$ cat config.mk
export PLATFORM = sky130hd
export DESIGN_NAME = bcd_clock_calendar_core
export DESIGN_NICKNAME = d
export VERILOG_FILES = /design/src/hw/rtl/bcdcc_pkg.sv /design/src/hw/rtl/bcdcc_update.sv /design/src/hw/rtl/bcd_clock_calendar_core.sv
export SDC_FILE = /design/constraint.sdc
export NUM_CORES = 1
export LEC_CHECK = 0
export BUFFER_PORTS_ARGS = -buffer_cell sky130_fd_sc_hd__buf_2
export CORE_UTILIZATION = 60
export CTS_CLUSTER_SIZE = 40
export DETAILED_ROUTE_END_ITERATION = 8
export PLACE_DENSITY = 0.83
export REMOVE_ABC_BUFFERS = 1
export SYNTH_ARGS = -nofsm -noshare
export SYNTH_HDL_FRONTEND = slang
export SYNTH_SLANG_ARGS = --single-unit
$ cat constraint.sdc
create_clock -name clock -period 13.5 [get_ports clock]
set_clock_uncertainty 0.05 [all_clocks]
set_input_delay 2.025 -clock clock [delete_from_list [all_inputs] [get_ports clock]]
set_output_delay 2.025 -clock clock [all_outputs]
set_load 0.03 [all_outputs]
$ cat src/hw/rtl/bcdcc_pkg.sv
// Shared types, codes, reset values and BCD helpers for the clock and calendar core.
package bcdcc_pkg;

   // Request kinds carried on req_tuser
   localparam logic REQ_TICK = 1'b0;
   localparam logic REQ_LOAD = 1'b1;

   typedef struct packed {
      logic [5:0]  hour;
      logic [6:0]  minute;
      logic [6:0]  second;
      logic [5:0]  day;
      logic [4:0]  month;
      logic [15:0] year;
      logic [2:0]  weekday;
   } cal_type;

   localparam cal_type CAL_RESET = '{
      hour:    6'h12,
      minute:  7'h30,
      second:  7'h30,
      day:     6'h07,
      month:   5'h07,
      year:    16'h2013,
      weekday: 3'd6
   };

   localparam logic [2:0] WEEKDAY_LAST = 3'd6;
   localparam logic [7:0] MONTHS_PER_YEAR = 8'd12;

   // Two-digit packed BCD increment; a low digit of 9 or more carries
   function automatic logic [7:0] bcd_inc(input logic [7:0] v);
      logic [3:0] lo;
      logic [3:0] hi;
      lo = v[3:0];
      hi = v[7:4];
      if (lo >= 4'd9) begin
         lo = 4'd0;
         hi = hi + 4'd1;
      end else begin
         lo = lo + 4'd1;
      end
      return {hi, lo};
   endfunction

   // Binary value of two raw nibbles: tens * 10 + units
   function automatic logic [7:0] bcd_val(input logic [7:0] v);
      return 8'({v[7:4], 3'b000}) + 8'({v[7:4], 1'b0}) + 8'(v[3:0]);
   endfunction

   // Gregorian leap test on the raw nibbles. 1000 and 100 are multiples of 4,
   // so only the low two digits matter off-century; on a century the count of
   // hundreds mod 4 is 2*d3 + d2 (+1 when the low pair reads as 100).
   function automatic logic is_leap(input logic [15:0] y);
      logic [7:0] low;
      logic       low_hundred;
      logic [1:0] cent_mod;
      low         = bcd_val(y[7:0]);
      low_hundred = (low == 8'd100);
      cent_mod    = {y[12], 1'b0} + y[9:8] + {1'b0, low_hundred};
      if ((low == 8'd0) || low_hundred) begin
         return (cent_mod == 2'd0);
      end
      return (low[1:0] == 2'd0);
   endfunction

   function automatic logic [4:0] month_len(input logic [4:0] m, input logic [15:0] y);
      if ((m == 5'h04) || (m == 5'h06) || (m == 5'h09) || (m == 5'h11)) begin
         return 5'd30;
      end
      if (m == 5'h02) begin
         return is_leap(y) ? 5'd29 : 5'd28;
      end
      return 5'd31;
   endfunction

   // Four-digit BCD year increment, 9999 wraps to 0000
   function automatic logic [15:0] year_inc(input logic [15:0] y);
      logic [15:0] r;
      logic        carry;
      logic [3:0]  d;
      r     = '0;
      carry = 1'b1;
      for (int k = 0; k < 4; k++) begin
         d = y[4*k +: 4];
         if (carry) begin
            if (d >= 4'd9) begin
               d = 4'd0;
            end else begin
               d     = d + 4'd1;
               carry = 1'b0;
            end
         end
         r[4*k +: 4] = d;
      end
      return r;
   endfunction

endpackage

$ cat src/hw/rtl/bcdcc_update.sv
// Next-state logic: one second tick with carries through the date, or a load.
module bcdcc_update (
   input  logic              req_kind,
   input  bcdcc_pkg::cal_type cur,
   input  bcdcc_pkg::cal_type load,
   output bcdcc_pkg::cal_type nxt,
   output logic              new_day
);

   logic [7:0] day_val;
   logic [7:0] month_val;
   logic [4:0] mlen;

   assign day_val   = bcdcc_pkg::bcd_val({2'b00, cur.day});
   assign month_val = bcdcc_pkg::bcd_val({3'b000, cur.month});
   assign mlen      = bcdcc_pkg::month_len(cur.month, cur.year);

   always_comb begin
      nxt     = cur;
      new_day = 1'b0;
      if (req_kind == bcdcc_pkg::REQ_LOAD) begin
         nxt = load;
      end else if (cur.second < 7'h59) begin
         nxt.second = 7'(bcdcc_pkg::bcd_inc({1'b0, cur.second}));
      end else begin
         nxt.second = '0;
         if (cur.minute < 7'h59) begin
            nxt.minute = 7'(bcdcc_pkg::bcd_inc({1'b0, cur.minute}));
         end else begin
            nxt.minute = '0;
            if (cur.hour < 6'h23) begin
               nxt.hour = 6'(bcdcc_pkg::bcd_inc({2'b00, cur.hour}));
            end else begin
               // midnight: advance the date
               nxt.hour    = '0;
               new_day     = 1'b1;
               nxt.weekday = (cur.weekday >= bcdcc_pkg::WEEKDAY_LAST) ? 3'd0
                                                                      : cur.weekday + 3'd1;
               if (day_val >= {3'b000, mlen}) begin
                  nxt.day = 6'h01;
                  if (month_val >= bcdcc_pkg::MONTHS_PER_YEAR) begin
                     nxt.month = 5'h01;
                     nxt.year  = bcdcc_pkg::year_inc(cur.year);
                  end else begin
                     nxt.month = 5'(bcdcc_pkg::bcd_inc({3'b000, cur.month}));
                  end
               end else begin
                  nxt.day = 6'(bcdcc_pkg::bcd_inc({2'b00, cur.day}));
               end
            end
         end
      end
   end

endmodule

$ cat src/hw/rtl/bcd_clock_calendar_core.sv
// BCD real-time clock and calendar core: stream top level with state and output registers.
// Each request beat is a one-second tick (req_tuser 0) or a load of time and date
// (req_tuser 1); every beat yields exactly one response beat holding the time and date
// after the update, with rsp_tuser set when that tick crossed midnight. One beat is
// taken per clock while req_tready is high. The accepting edge fills the input register;
// once the output register is free, the update writes the calendar state and the output
// register together, and the result is then offered on rsp. The calendar state loop
// closes through the combinational update logic. A stalled output holds one result and
// one more request waits in the input register before req_tready drops. Loaded values
// are stored unchecked. Reset restores 12:30:30, 2013-07-07, weekday 6.
module bcd_clock_calendar_core (
   input  logic        clock,
   input  logic        reset,
   input  logic        req_tvalid,
   output logic        req_tready,
   // [5:0] set_hour, [12:6] set_minute, [19:13] set_second, [25:20] set_day,
   // [30:26] set_month, [46:31] set_year, [49:47] set_weekday, [55:50] zero
   input  logic [55:0] req_tdata,
   // [0] req_type
   input  logic        req_tuser,
   output logic        rsp_tvalid,
   input  logic        rsp_tready,
   // [5:0] hour, [12:6] minute, [19:13] second, [25:20] day_of_month,
   // [30:26] month_now, [46:31] year_now, [49:47] weekday, [55:50] zero
   output logic [55:0] rsp_tdata,
   // [0] new_day
   output logic        rsp_tuser
);

   // input register
   logic               in_valid_ff, in_valid_in;
   logic               in_kind_ff;
   bcdcc_pkg::cal_type in_load_ff;

   // calendar state
   bcdcc_pkg::cal_type cal_ff, cal_in;

   // output register
   logic               out_valid_ff, out_valid_in;
   bcdcc_pkg::cal_type out_cal_ff;
   logic               out_new_day_ff;

   bcdcc_pkg::cal_type req_load;
   logic               new_day;
   logic               out_free;
   logic               step;

   assign req_load.hour    = req_tdata[5:0];
   assign req_load.minute  = req_tdata[12:6];
   assign req_load.second  = req_tdata[19:13];
   assign req_load.day     = req_tdata[25:20];
   assign req_load.month   = req_tdata[30:26];
   assign req_load.year    = req_tdata[46:31];
   assign req_load.weekday = req_tdata[49:47];

   assign out_free   = !out_valid_ff || rsp_tready;
   assign step       = in_valid_ff && out_free;
   assign req_tready = !in_valid_ff || out_free;

   assign in_valid_in  = (req_tvalid && req_tready) || (in_valid_ff && !out_free);
   assign out_valid_in = step || (out_valid_ff && !rsp_tready);

   bcdcc_update u_update (
      .req_kind (in_kind_ff),
      .cur      (cal_ff),
      .load     (in_load_ff),
      .nxt      (cal_in),
      .new_day  (new_day)
   );

   always_ff @(posedge clock) begin
      if (reset) begin
         in_valid_ff  <= 1'b0;
         out_valid_ff <= 1'b0;
         cal_ff       <= bcdcc_pkg::CAL_RESET;
      end else begin
         in_valid_ff  <= in_valid_in;
         out_valid_ff <= out_valid_in;
         if (step) begin
            cal_ff <= cal_in;
         end
      end
   end

   always_ff @(posedge clock) begin
      if (req_tvalid && req_tready) begin
         in_kind_ff <= req_tuser;
         in_load_ff <= req_load;
      end
      if (step) begin
         out_cal_ff     <= cal_in;
         out_new_day_ff <= new_day;
      end
   end

   assign rsp_tvalid = out_valid_ff;
   assign rsp_tuser  = out_new_day_ff;
   assign rsp_tdata  = {6'b000000, out_cal_ff.weekday, out_cal_ff.year, out_cal_ff.month,
                        out_cal_ff.day, out_cal_ff.second, out_cal_ff.minute,
                        out_cal_ff.hour};

   // a midnight crossing always shows 00:00:00
   a_new_day_midnight: assert property (@(posedge clock) disable iff (reset)
      (rsp_tvalid && rsp_tuser) |->
         (rsp_tdata[5:0] == 6'h00 && rsp_tdata[12:6] == 7'h00 && rsp_tdata[19:13] == 7'h00))
      else $error("new_day beat without 00:00:00");

   // the shown beat matches the calendar state just written
   a_out_tracks_state: assert property (@(posedge clock) disable iff (reset)
      step |=> (out_cal_ff == cal_ff))
      else $error("output register and calendar state disagree");

   // a load never reports a new day
   a_load_no_new_day: assert property (@(posedge clock) disable iff (reset)
      (step && in_kind_ff == bcdcc_pkg::REQ_LOAD) |=> !rsp_tuser)
      else $error("load beat flagged new_day");

   // weekday after a midnight roll is always in 0..6
   a_weekday_wrap: assert property (@(posedge clock) disable iff (reset)
      (step && new_day) |=> (cal_ff.weekday <= bcdcc_pkg::WEEKDAY_LAST))
      else $error("weekday out of range after midnight");

endmodule

======== Yosys cells after proc, flatten, opt, wreduce, memory -nomap -nowiden ========
Cells that the tools add are included.
storage, ports and cells
  bits of input ports ..................... 61
  bits in writable memories ............... 0
  logic and storage cells ................. 159
  memories ................................ 0
  register bits after elaboration ......... 154
  output and inout port bits .............. 59
  latch bits .............................. 0
  ROM bits ................................ 0
cells by class
  div/mod/pow operators ................... 0
  eq/ne operators ......................... 6
  muxes and demuxes ....................... 70
  $mul .................................... 0
  add/sub/neg operators ................... 23
  shift operators ......................... 0
  magnitude comparators ................... 15
  bitwise operators ....................... 0
  reduce and logical (&&, ||, !) cells .... 20
operators by type and width
  kind                 number
  $mux 30              3
  $mux 50              1
  $mux 4               12
  $add 4x1->4 const B  9
  $ge 4x4->1 const B   9
  $mux 1               36
  $mux 5               5
  $add 8x4->8          3
  $mux 21              1
  $mux 6               3
  $mux 16              1
  $lt 7x7->1 const B   2
  $mux 7               2
  $mux 13              1
  $eq 5x3->1 const B   2
  $add 3x1->3 const B  3
  $mux 3               3
  $add 7x5->8          1
  $eq 8x7->1 const B   1
  $ge 8x4->1 const B   1
  $ge 8x5->1           1
  $logic_not 8->1      1
  $logic_or 1x1->1     8
  $add 5x3->6          1
  15 further kinds     24

======== Logic depth before layout (Yosys ltp) ========
Gate-level depths: netlist of the first run.
  depth after elaboration ................. 41
  depth in mapped cells ................... 21
  mapped depth without buffers ............ 20

======== Cells and area by module ========
A second synthesis of the first run with hierarchy kept.
unflattened totals
  cells, all modules ...................... 739
  area, all modules ....................... 8192.9 um^2
modules (own cells, without submodules)
  module                   seq. area each (um^2)  instances  area an instance (um^2)  cells an instance
  bcd_clock_calendar_core  4103.9                 1          5395.2                   336
  bcdcc_update             0.0                    1          2797.7                   403

======== Worst setup path after synthesis of the first run ========
No wires, ideal clock.
  path kind ............................... register to register
  start ................................... reg cal_ff[7] (netlist name)
  end ..................................... reg out_cal_ff, in the netlist rsp_tdata[31] (data pin)
  stages on the path, launching flop included .. 20
  data arrival time ....................... 4.553 ns
  required time ........................... 13.189 ns
  setup slack ............................. 8.636 ns
  library setup time ...................... 0.261 ns
  cell sequence ........................... dfxtp_1 > fa_1 > fa_1 > a21o_1 > a21oi_1 > xor2_1 > nor4_1 > ha_1 > xnor2_1 > xnor2_1 > nor3_1 > o21ai_0 > a31oi_1 > ha_1 > nand2b_1 > a21o_1 > a31oi_1 > nor4_2 > and3_1 > a221o_1
RTL lines
  what                    RTL line                       RTL
  from (decl)             bcd_clock_calendar_core.sv:36  bcdcc_pkg::cal_type cal_ff, cal_in;
  from (signal assigned)  bcd_clock_calendar_core.sv:75  cal_ff <= bcdcc_pkg::CAL_RESET;
  from (signal assigned)  bcd_clock_calendar_core.sv:80  cal_ff <= cal_in;
  to (signal assigned)    bcd_clock_calendar_core.sv:91  out_cal_ff <= cal_in;
  to (decl)               bcd_clock_calendar_core.sv:40  bcdcc_pkg::cal_type out_cal_ff;

==> metrics.yaml, run 1 <==
outcome:
  status: "completed"
grt:
  grt_pass1_wl_microns: 31000
  track_usage: 0.282
  grt_pass1_vias: 6485
  grt_max_degree: 79
  grt_remaining_overflow: 0
  antenna_found_initial: 0
placement:
  dp_hpwl_microns: 12000
  gp_congestion: 0.870
  portBuffers: 107
  dp.cells: 1029
sta:
  slew_headroom: 0.258
  period_share: 0.432
  hold_viol_final: 0
  finalSetupTns_ns: 0
  max_freq_ghz: 0.172
  tightest_slew_ns: 1.10
  fin_crit_ns: 5.83
  setup_viol_count_final: 0
  drv_slew: 0
  rsz0062_at_grt: "no"
floorplan:
  die_area_sq_mm: 0.0140
  num_rows: 42
  start_util: 0.614
  dieWidth_microns: 118
  io_pins: 120
  die_h_microns: 118
  coreArea_sq_mm: 0.0132
yosys:
  synthTopCellsByCount: "edfxtp_1, nand2_1, nor2_1"
  yosys.cell_count.top_type: "edfxtp_1"
  synthTopCellsByArea: "edfxtp_1, dfxtp_1, ha_1, nand2_1, a21oi_1"
  synthCells: 780
  synth-seq-cells: 154
  yosys_warnings: 0
  synth_area_per_cell_sq_um: 10.4
  synth-async-reset-ratio: 0
  ys_seq_area_frac: 0.507
  synth_cell_type_count: 79
  syn_area_sq_mm: 0.00810
  synth_enable_flop_cells: 102
  synth.top_cell.area_share: 0.378
  yosysTopAreaCell: "edfxtp_1"
  ys.flop_type: "edfxtp_1"
worst_setup_path:
  rr_startpoint: "cal_ff[7]"
  rr_endpoint: "rsp_tdata[31]"
  path_class: "reg2reg"
  reg2regPathDepth: 19
  reg2reg_slack_ns: 7.67
  setup.worst_path.end_class: "flip-flop"
  worst-path-max-fanout: 9
  startpoint_type: "flip-flop"
  critPathRequiredTime_ns: 13.62
  arrival_ns: 5.95
route:
  antenna_left: 0
  viasPerCell: 6.19
  drtPass1Iterations: 5
  route.detailed.drc: 0
  routedWlPerCell_microns: 17.8
  drt_iter0_markers: 564
  wirelength_microns: 18900
  vias: 6565
clock_tree:
  cts_buffer_depth: 2
  path_clk_slew_ns: 0.06
  htree_levels: 4
  cts_made_buffers: 17
  cts_setup_buffers: 0
  ctsRootBufferMaster: "clkbuf_16"
  clock_sinks: 154
  cts_tree: "yes"
  clock_latency_ns: 0.44
  post_cts_resized: 0
  postCtsHoldBufs: 0
hold_path:
  hold_depth: 2
  worstHoldStart: "cal_ff[31]"
  worstHoldEndpoint: "cal_ff[31]"
  hp-class: "reg2reg"
layout:
  syn_to_final_growth_pct: 15.4
  final_nets: 986
  stdcell_count: 1060
  seq_area_sq_mm: 0.00410
  drive_gt1_frac: 0.192
  multiInputGateArea_sq_mm: 0.00367
  nFillCells: 950
  diodes: 0
pwr:
  powerDensity_mw_per_mm2: 130
  leakagePower_uw: 0.00372
  peakVddDrop_uv: 116
flow_run:
  drv_cap: 0
[worst max-delay path, stage by stage (launching register included)]
cell and delay (ns):
dfxtp_1 0.55, fa_1 0.53, fa_1 0.48, a21o_1 0.20, a21oi_1 0.19, xor2_1 0.14, nor4_1 0.35, ha_1 0.24
xnor2_1 0.13, xnor2_1 0.08, nor3_1 0.13, o21ai_0 0.19, a31oi_1 0.25, ha_1 0.25, nand2b_1 0.14, a21o_1 0.23
a31oi_1 0.72, nor4_2 0.25, and3_1 0.24, a221o_1 0.24
[cells in the final DEF, fill, tap and decap left out, types with 6 or more instances in the layout]
| cell | synthesis | layout |
|---|---|---|
| a211oi_1 | 7 | 7 |
| a21o_1 | 10 | 10 |
| a21oi_1 | 43 | 43 |
| a31oi_1 | 19 | 19 |
| a41oi_1 | 8 | 8 |
| and2_1 | 8 | 7 |
| buf_2 | 3 | 107 |
| buf_4 | 8 | 8 |
| clkbuf_16 | 0 | 17 |
| conb_1 | 1 | 6 |
| dfxtp_1 | 52 | 52 |
| edfxtp_1 | 102 | 102 |
| ha_1 | 50 | 50 |
| inv_1 | 34 | 33 |
| nand2_1 | 85 | 85 |
| nand3_1 | 30 | 30 |
| nand4_1 | 11 | 11 |
| nor2_1 | 55 | 55 |
| nor3_1 | 15 | 15 |
| nor4_1 | 7 | 7 |
| o211ai_1 | 8 | 8 |
| o21ai_0 | 30 | 30 |
| o31ai_1 | 21 | 21 |
| xnor2_1 | 8 | 8 |
| xor2_1 | 7 | 7 |
[worst max-delay path by stage]
stage	to	slack [ns]	cells past startpoint	start
after detailed placement	rsp_tdata[27]	7.76	19	cal_ff[7]
after floorplan	cal_ff[6]	7.88	6	rsp_tready
final	rsp_tdata[31]	7.67	19	cal_ff[7]
after global routing	rsp_tdata[27]	7.34	19	cal_ff[7]
after CTS	rsp_tdata[27]	7.75	19	cal_ff[7]
after global placement	rsp_tdata[31]	7.87	19	cal_ff[7]
[per-layer routing]
| layer | global-route usage | vias to the layer above | wire length, microns |
|---|---|---|---|
| li1 | - | 3122 | - |
| met1 | 0.351 | 3146 | 7910 |
| met2 | 0.464 | 264 | 9440 |
| met3 | 0.0695 | 33 | 1230 |
| met4 | 0.131 | 0 | 322 |
| met5 | 0 | - | 0 |
[power breakdown]
| part | leakage (uW) | total [uW] | internal [uW] | switching, uW |
|---|---|---|---|---|
| clock | 0.000298 | 505 | 315 | 190 |
| combinational | 0.00201 | 157 | 53.1 | 104 |
| sequential | 0.00140 | 555 | 534 | 20.9 |
| total | 0.00372 | 1220 | 901 | 315 |
[layout make-up]
cell class,instances,area share
inverter,35,0.0142
multi-input combinational,549,0.393
clock buffer,21,0.0482
clock inverter,10,0.0179
tap,176,0.0236
timing repair buffer,115,0.0637
sequential,154,0.439
[metrics by stage]
step / hold WS (ns) / utilization / area, sq um / total power, uW / setup slack, ns
final: 0.467 / 0.708 / 9350 / 1220 / 7.67
after global routing: 0.499 / 0.708 / 9350 / 1260 / 7.34
after CTS: 0.465 / 0.708 / 9350 / 1220 / 7.75
after detailed placement: 0.450 / 0.662 / 8730 / 719 / 7.76
after global placement: 0.437 / 0.662 / 8730 / 711 / 7.87
after floorplan: 0.418 / - / 7910 / 668 / 7.88
[registers in the layout, summed over array words and instances (netlist names)]
register     cells
rsp_tuser        1
cal_ff          50
rsp_tdata       50
rsp_tvalid       1
in_load_ff      50
in_kind_ff       1
in_valid_ff      1
[cell families (layout without fill, tap and decap cells)]
group | Yosys count | count (layout) | synth area share
multiplexers | 8 | 8 | 0.0104
XOR/XNOR | 15 | 15 | 0.0162
other | 1 | 6 | 0.000463
AO/OA/AOI/OAI | 212 | 212 | 0.182
adder cells (fa/ha/maj) | 53 | 53 | 0.0847
flip-flops | 154 | 154 | 0.507
AND/OR/NAND/NOR | 255 | 255 | 0.157
buffers and inverters | 82 | 181 | 0.0422
No activity file was read; power rests on OpenSTA's default activity.
==> inputs of run 2 (changes only) <==
--- a/config.mk
+++ b/config.mk
@@ -5,11 +5,12 @@
 export SDC_FILE = /design/constraint.sdc
 export NUM_CORES = 1
 export LEC_CHECK = 0
+export ABC_AREA = 1
 export BUFFER_PORTS_ARGS = -buffer_cell sky130_fd_sc_hd__buf_2
-export CORE_UTILIZATION = 60
+export CORE_UTILIZATION = 57
 export CTS_CLUSTER_SIZE = 40
 export DETAILED_ROUTE_END_ITERATION = 8
-export PLACE_DENSITY = 0.83
+export PLACE_DENSITY = 0.8
 export REMOVE_ABC_BUFFERS = 1
 export SYNTH_ARGS = -nofsm -noshare
 export SYNTH_HDL_FRONTEND = slang
==> constraint.sdc (replaced) <==
create_clock -name clock -period 5.7 [get_ports clock]
set_clock_uncertainty 0.05 [all_clocks]
set_input_delay 0.855 -clock clock [delete_from_list [all_inputs] [get_ports clock]]
set_output_delay 0.855 -clock clock [all_outputs]
set_load 0.03 [all_outputs]
==> metrics.yaml, run 2 <==
floorplan:
  num_rows: 42  # unchanged
  io_pins: 120  # unchanged
  die_area_sq_mm: 0.0145  # +3.8%
  coreArea_sq_mm: 0.0135  # +2.0%
  dieWidth_microns: 120  # +1.9%
  start_util: 0.594  # -0.0197
  die_h_microns: 120  # +1.9%
yosys:
  synth_area_per_cell_sq_um: 9.00  # -13%
  yosys.area_share.xor_xnor: 0.0164  # +0.000211
  synthTopCellsByCount: "nand2_1, inv_1, edfxtp_1"
  synth_cell_type_count: 46  # -42%
  synth-async-reset-ratio: 0  # unchanged
  yosysTopAreaCell: "edfxtp_1"
  synthCells: 888  # +14%
  synth-simple-area-share: 0.209  # +0.0520
  ys_seq_area_frac: 0.513  # +0.00658
  synthTopCellsByArea: "edfxtp_1, dfxtp_1, nand2_1, ha_1, inv_1"
  yosys_warnings: 0  # unchanged
  yosys.cell_count.top_type: "nand2_1"
  synth_top_family_by_area: "simple AND/OR/NAND/NOR gates"
  syn_area_sq_mm: 0.00799  # -1.3%
  synthAdderAreaFrac: 0.0858  # +0.00110
  synth.top_cell.area_share: 0.383  # +0.00491
  synth-seq-cells: 154  # unchanged
  synth_compound_area_frac: 0.0914  # -0.0909
  synth_enable_flop_cells: 102  # unchanged
  ys.flop_type: "edfxtp_1"
  synthMuxAreaShare: 0  # -0.0104
layout:
  drive_gt1_frac: 0.172  # -0.0207
  layout_commonest_cell: "nand2_1"
  diodes: 0  # unchanged
  layout_common_cells: "nand2_1, inv_1, buf_2"
  final_nets: 1103  # +12%
  syn_to_final_growth_pct: 15.1
route:
  drtPass1Iterations: 5  # unchanged
  drt_iter0_markers: 475  # -16%
  wirelength_microns: 16600  # -12%
  viasPerCell: 5.30  # -14%
  vias: 6240  # -5.0%
  antenna_left: 0  # unchanged
  route.detailed.drc: 0  # unchanged
  routedWlPerCell_microns: 14.1  # -21%
worst_setup_path:
  arrival_ns: 4.79  # -1.16 ns
  cpMaxStageDelayCell: "fa_1"
  setup.worst_path.end_class: "flip-flop"
  startpoint_type: "flip-flop"
  path_buf_inv: 5  # +5
  critPathMaxStageDelay_ns: 0.52  # -0.20 ns
  cp_common_cell: "nand2_1"
  critical_path.top_delay_family: "adder cells"
  worst-path-max-fanout: 15  # +6
  path_class: "reg2reg"
  critPathRequiredTime_ns: 5.83  # -7.79 ns
flow_run:
  drv_cap: 0  # unchanged
sta:
  tightest_slew_ns: 1.04  # -0.0616 ns
  setup_viol_count_final: 0  # unchanged
  rsz0062_at_grt: "no"
  max_freq_ghz: 0.215  # +25%
  slew_headroom: 0.306  # +0.0474
  period_share: 0.817  # +0.385
  drv_slew: 0  # unchanged
  fin_crit_ns: 4.66  # -1.17 ns
  hold_viol_final: 0  # unchanged
  worst_slack_ns: 1.04  # -6.63 ns
  finalSetupTns_ns: 0  # unchanged
grt:
  grt_remaining_overflow: 0  # unchanged
  grt_max_degree: 77  # -2.5%
  grt_pass1_wl_microns: 27500  # -11%
  track_usage: 0.244  # -0.0387
  grt_pass1_vias: 5834  # -10%
  antenna_found_initial: 0  # unchanged
clock_tree:
  clock_latency_ns: 0.44  # about the same
  path_clk_slew_ns: 0.06  # about the same
  clock_sinks: 154  # unchanged
  htree_levels: 4  # unchanged
  cts_buffer_depth: 2  # unchanged
  cts_made_buffers: 17  # unchanged
  post_cts_resized: 0  # unchanged
  cts_setup_buffers: 0  # unchanged
  ctsRootBufferMaster: "clkbuf_16"
  cts_tree: "yes"
  postCtsHoldBufs: 0  # unchanged
placement:
  dp_hpwl_microns: 10600  # -12%
  pre_cts_ws_ns: 1.05  # -6.70 ns
  gp_congestion: 0.837  # -3.7%
  portBuffers: 107  # unchanged
hold_path:
  hp-class: "reg2reg"
pwr:
  peakVddDrop_uv: 223  # +93%
  leakagePower_uw: 0.00435  # +17%
  powerDensity_mw_per_mm2: 305  # +130%
outcome:
  status: "completed"
[run 2: changes by cell type after synthesis, moves of 8 or more]
cell and delta:
nand2_1 +137, inv_1 +84, nand3_1 +43, o31ai_1 -20, a31oi_1 -17, a21oi_1 +15, clkbuf_1 -14, nor3_1 -13
nor2_1 -12, a21o_1 -10, o21ai_1 +10, a41oi_1 -8
[run 2: where the power goes]
part,switching (uW),leakage [uW],internal [uW],total (uW)
clock,446,0.000275,651,1100
sequential,44.6,0.00141,1270,1320
combinational,263,0.00266,128,391
[run 2: logic make-up (layout without fill, tap and decap cells)]
kind of cell,after synthesis,in the layout
buf+inv,159,268
fa+ha+maj,53,53
xor+xnor,15,15
compound gates,127,127
other cells,1,6
simple gates,379,379
flops,154,154
[run 2: cell type report]
cell class | instances | area (sq um)
well taps | 176 | 220
clock buffers | 23 | 489
multi-input cells | 580 | 3240
flip-flops and latches | 154 | 4100
fillers | 1114 | 4250
clock inverters | 9 | 88.8
inverters | 123 | 463
repair buffers | 113 | 593
[run 2: final timing paths]
check | from | endpoint | slack, ns | cells after the start
setup / recovery | cal_ff[7] | rsp_tdata[28] | 1.04 | 28
hold / removal | in_valid_ff | rsp_tvalid | 0.44 | 2
setup reg to reg | cal_ff[7] | rsp_tdata[28] | 1.04 | 28
hold reg to reg | in_valid_ff | rsp_tvalid | 0.44 | 2
[run 2: per-stage QoR]
step / cell area [sq um] / hold WS, ns / instances / utilization / power, uW
after global routing: 9200 / 0.488 / 1178 / 0.684 / 2920
final: 9200 / 0.435 / 1178 / 0.684 / 2800
after floorplan: 7810 / 0.387 / 857 / - / 1610
after CTS: 9200 / 0.440 / 1178 / 0.684 / 2810
after global placement: 8620 / 0.423 / 1146 / 0.641 / 1710
after detailed placement: 8620 / 0.430 / 1146 / 0.641 / 1720
[run 2: metal layers]
| layer | up-vias | part of all wire | GRT usage |
|---|---|---|---|
| met5 | - | 0 | 0 |
| met4 | 0 | 0.017 | 0.0880 |
| met3 | 23 | 0.058 | 0.0575 |
| met2 | 193 | 0.47 | 0.398 |
| met1 | 2895 | 0.45 | 0.317 |
| li1 | 3129 | - | - |
[run 2: tightest hold or removal path, stage by stage, from the launching register on]
cell,delay (ns)
dfxtp_1,0.33
inv_1,0.05
a21oi_1,0.06
==> inputs of run 3 (changes only) <==
--- a/config.mk
+++ b/config.mk
@@ -7,10 +7,10 @@
 export LEC_CHECK = 0
 export ABC_AREA = 1
 export BUFFER_PORTS_ARGS = -buffer_cell sky130_fd_sc_hd__buf_2
-export CORE_UTILIZATION = 57
+export CORE_UTILIZATION = 52
 export CTS_CLUSTER_SIZE = 40
 export DETAILED_ROUTE_END_ITERATION = 8
-export PLACE_DENSITY = 0.8
+export PLACE_DENSITY = 0.77
 export REMOVE_ABC_BUFFERS = 1
 export SYNTH_ARGS = -nofsm -noshare
 export SYNTH_HDL_FRONTEND = slang
==> constraint.sdc (replaced) <==
create_clock -name clock -period 4 [get_ports clock]
set_clock_uncertainty 0.05 [all_clocks]
set_input_delay 0.6 -clock clock [delete_from_list [all_inputs] [get_ports clock]]
set_output_delay 0.6 -clock clock [all_outputs]
set_load 0.03 [all_outputs]
==> metrics.yaml, run 3 (same netlist as run 2, synthesis figures left out) <==
pwr:
  finalPower_uw: 4180  # +49%
  powerDensity_mw_per_mm2: 429  # +41%
  leakagePower_uw: 0.00456  # +5.0%
  peakVddDrop_uv: 340  # +52%
hold_path:
  hp-class: "in2reg"
  worstHoldStart: "req_tdata[3]"
  worstHoldEndpoint: "in_load_ff[47]"
  hold_depth: 1  # -1
worst_setup_path:
  startpoint_type: "flip-flop"
  cpMaxStageDelayCell: "fa_2"
  worst-path-max-fanout: 6  # -9
  path_class: "reg2reg"
  reg2regPathDepth: 33  # +18%
  cp_common_cell: "nand2_1"
  rr_startpoint: "cal_ff[7]"
  critPathMaxStageDelay_ns: 0.51  # about the same
  arrival_ns: 4.52  # -0.27 ns
  critPathRequiredTime_ns: 4.33  # -1.50 ns
  reg2reg_slack_ns: -0.19  # -1.24 ns
  setup.worst_path.end_class: "flip-flop"
  cp-startpoint: "cal_ff[7]"
  rr_endpoint: "cal_ff[10]"
outcome:
  violations: "negative setup slack"
  status: "finished with violations"
grt:
  antenna_found_initial: 0  # unchanged
  grt_pass1_vias: 6243  # +7.0%
  grt_max_degree: 59  # -23%
  grt_pass1_wl_microns: 29100  # +5.8%
  track_usage: 0.235  # -0.00922
  grt_remaining_overflow: 0  # unchanged
clock_tree:
  path_clk_slew_ns: 0.07  # about the same
  cts_tree: "yes"
  htree_levels: 4  # unchanged
  ctsRootBufferMaster: "clkbuf_16"
  clock_latency_ns: 0.43  # about the same
  clock_sinks: 154  # unchanged
  cts_buffer_depth: 2  # unchanged
  cts_made_buffers: 17  # unchanged
  postCtsHoldBufs: 0  # unchanged
sta:
  drv_slew: 0  # unchanged
  whs_ns: 0.288  # -0.148 ns
  tightest_slew_ns: 0.782  # -0.259 ns
  hold_viol_final: 0  # unchanged
  period_share: 1.05  # +0.231
  max_freq_ghz: 0.238  # +11%
  setup_viol_count_final: 50  # +50
  slew_headroom: 0.478  # +0.172
  worst_slack_ns: -0.195  # -1.24 ns
  fin_crit_ns: 4.19  # -0.464 ns
  rsz0062_at_grt: "yes"
floorplan:
  dieWidth_microns: 126  # +4.6%
  coreArea_sq_mm: 0.0148  # +9.7%
  io_pins: 120  # unchanged
  die_h_microns: 126  # +4.6%
  num_rows: 44  # +4.8%
  start_util: 0.542  # -0.0524
  die_area_sq_mm: 0.0159  # +9.4%
placement:
  pre_cts_ws_ns: -0.322  # -1.38 ns
  gp_congestion: 0.850  # +1.5%
  dp_hpwl_microns: 11300  # +6.6%
  portBuffers: 107  # unchanged
flow_run:
  drv_cap: 0  # unchanged
route:
  antenna_left: 0  # unchanged
  drt_iter0_markers: 537  # +13%
  drtPass1Iterations: 7  # +2
  wirelength_microns: 17700  # +6.4%
  routedWlPerCell_microns: 14.5  # +3.1%
  vias: 6395  # +2.5%
  viasPerCell: 5.26  # -0.72%
  route.detailed.drc: 0  # unchanged
layout:
  nFillCells: 1202  # +7.9%
  final_nets: 1133  # +2.7%
  drive_gt1_frac: 0.246  # +0.0745
  diodes: 0  # unchanged
  syn_to_final_growth_pct: 22.1
  layout_common_cells: "nand2_1, inv_1, buf_2"
  layout_commonest_cell: "nand2_1"
## run 3: power breakdown
part | switching, uW | internal, uW
combinational | 416 | 236
sequential | 61.6 | 1810
clock | 657 | 1000
total | 1130 | 3050
## run 3: worst max path at each step
stage	end	slack, ns	cells after the start
floorplan	cal_ff[22]	-0.27	30
global placement	rsp_tdata[44]	-0.19	29
detailed placement	cal_ff[10]	-0.32	30
CTS	rsp_tdata[31]	-0.07	29
global route	cal_ff[9]	-0.51	33
finish	cal_ff[10]	-0.19	33
## run 3: per-stage QoR
step,TNS [ns],util,cells,area (sq um)
after floorplan,-5.45,-,857,7810
after global placement,-4.67,0.594,1172,8770
after detailed placement,-8.62,0.594,1172,8770
after CTS,-0.487,0.647,1212,9540
after global routing,-22.44,0.662,1216,9760
final,-4.75,0.662,1216,9760
## run 3: cell type report
cell class / instances / area, sq um / share of cell area
Sequential cell: 154 / 4110 / 0.421
Multi-Input combinational cell: 580 / 3480 / 0.356
Timing Repair Buffer: 143 / 870 / 0.0891
Inverter: 123 / 465 / 0.0477
Clock buffer: 19 / 443 / 0.0454
Tap cell: 184 / 230 / 0.0236
Clock inverter: 13 / 166 / 0.0170
## run 3: routing by layer
metal | wire length (microns) | track usage
met1 | 7970 | 0.302
met4 | 327 | 0.0921
met3 | 933 | 0.0472
met5 | 0 | 0
met2 | 8450 | 0.389
## run 3: what timing repair did
item | 4_1_cts | 5_1_grt
gates resized for setup | 29 | 47
buffers inserted | 8 | 5
endpoints found under the setup margin | 54 | 54
pin swaps | 7 | 29
## run 3: worst max-delay path: cells and delay by family (launching register included)
family,cells,cell delay [ns]
AO/OA/AOI/OAI,1,0.15
buffers and inverters,10,0.99
XOR/XNOR,1,0.11
adder cells (fa/ha/maj),3,1.21
flip-flops,1,0.35
AND/OR/NAND/NOR,18,1.24
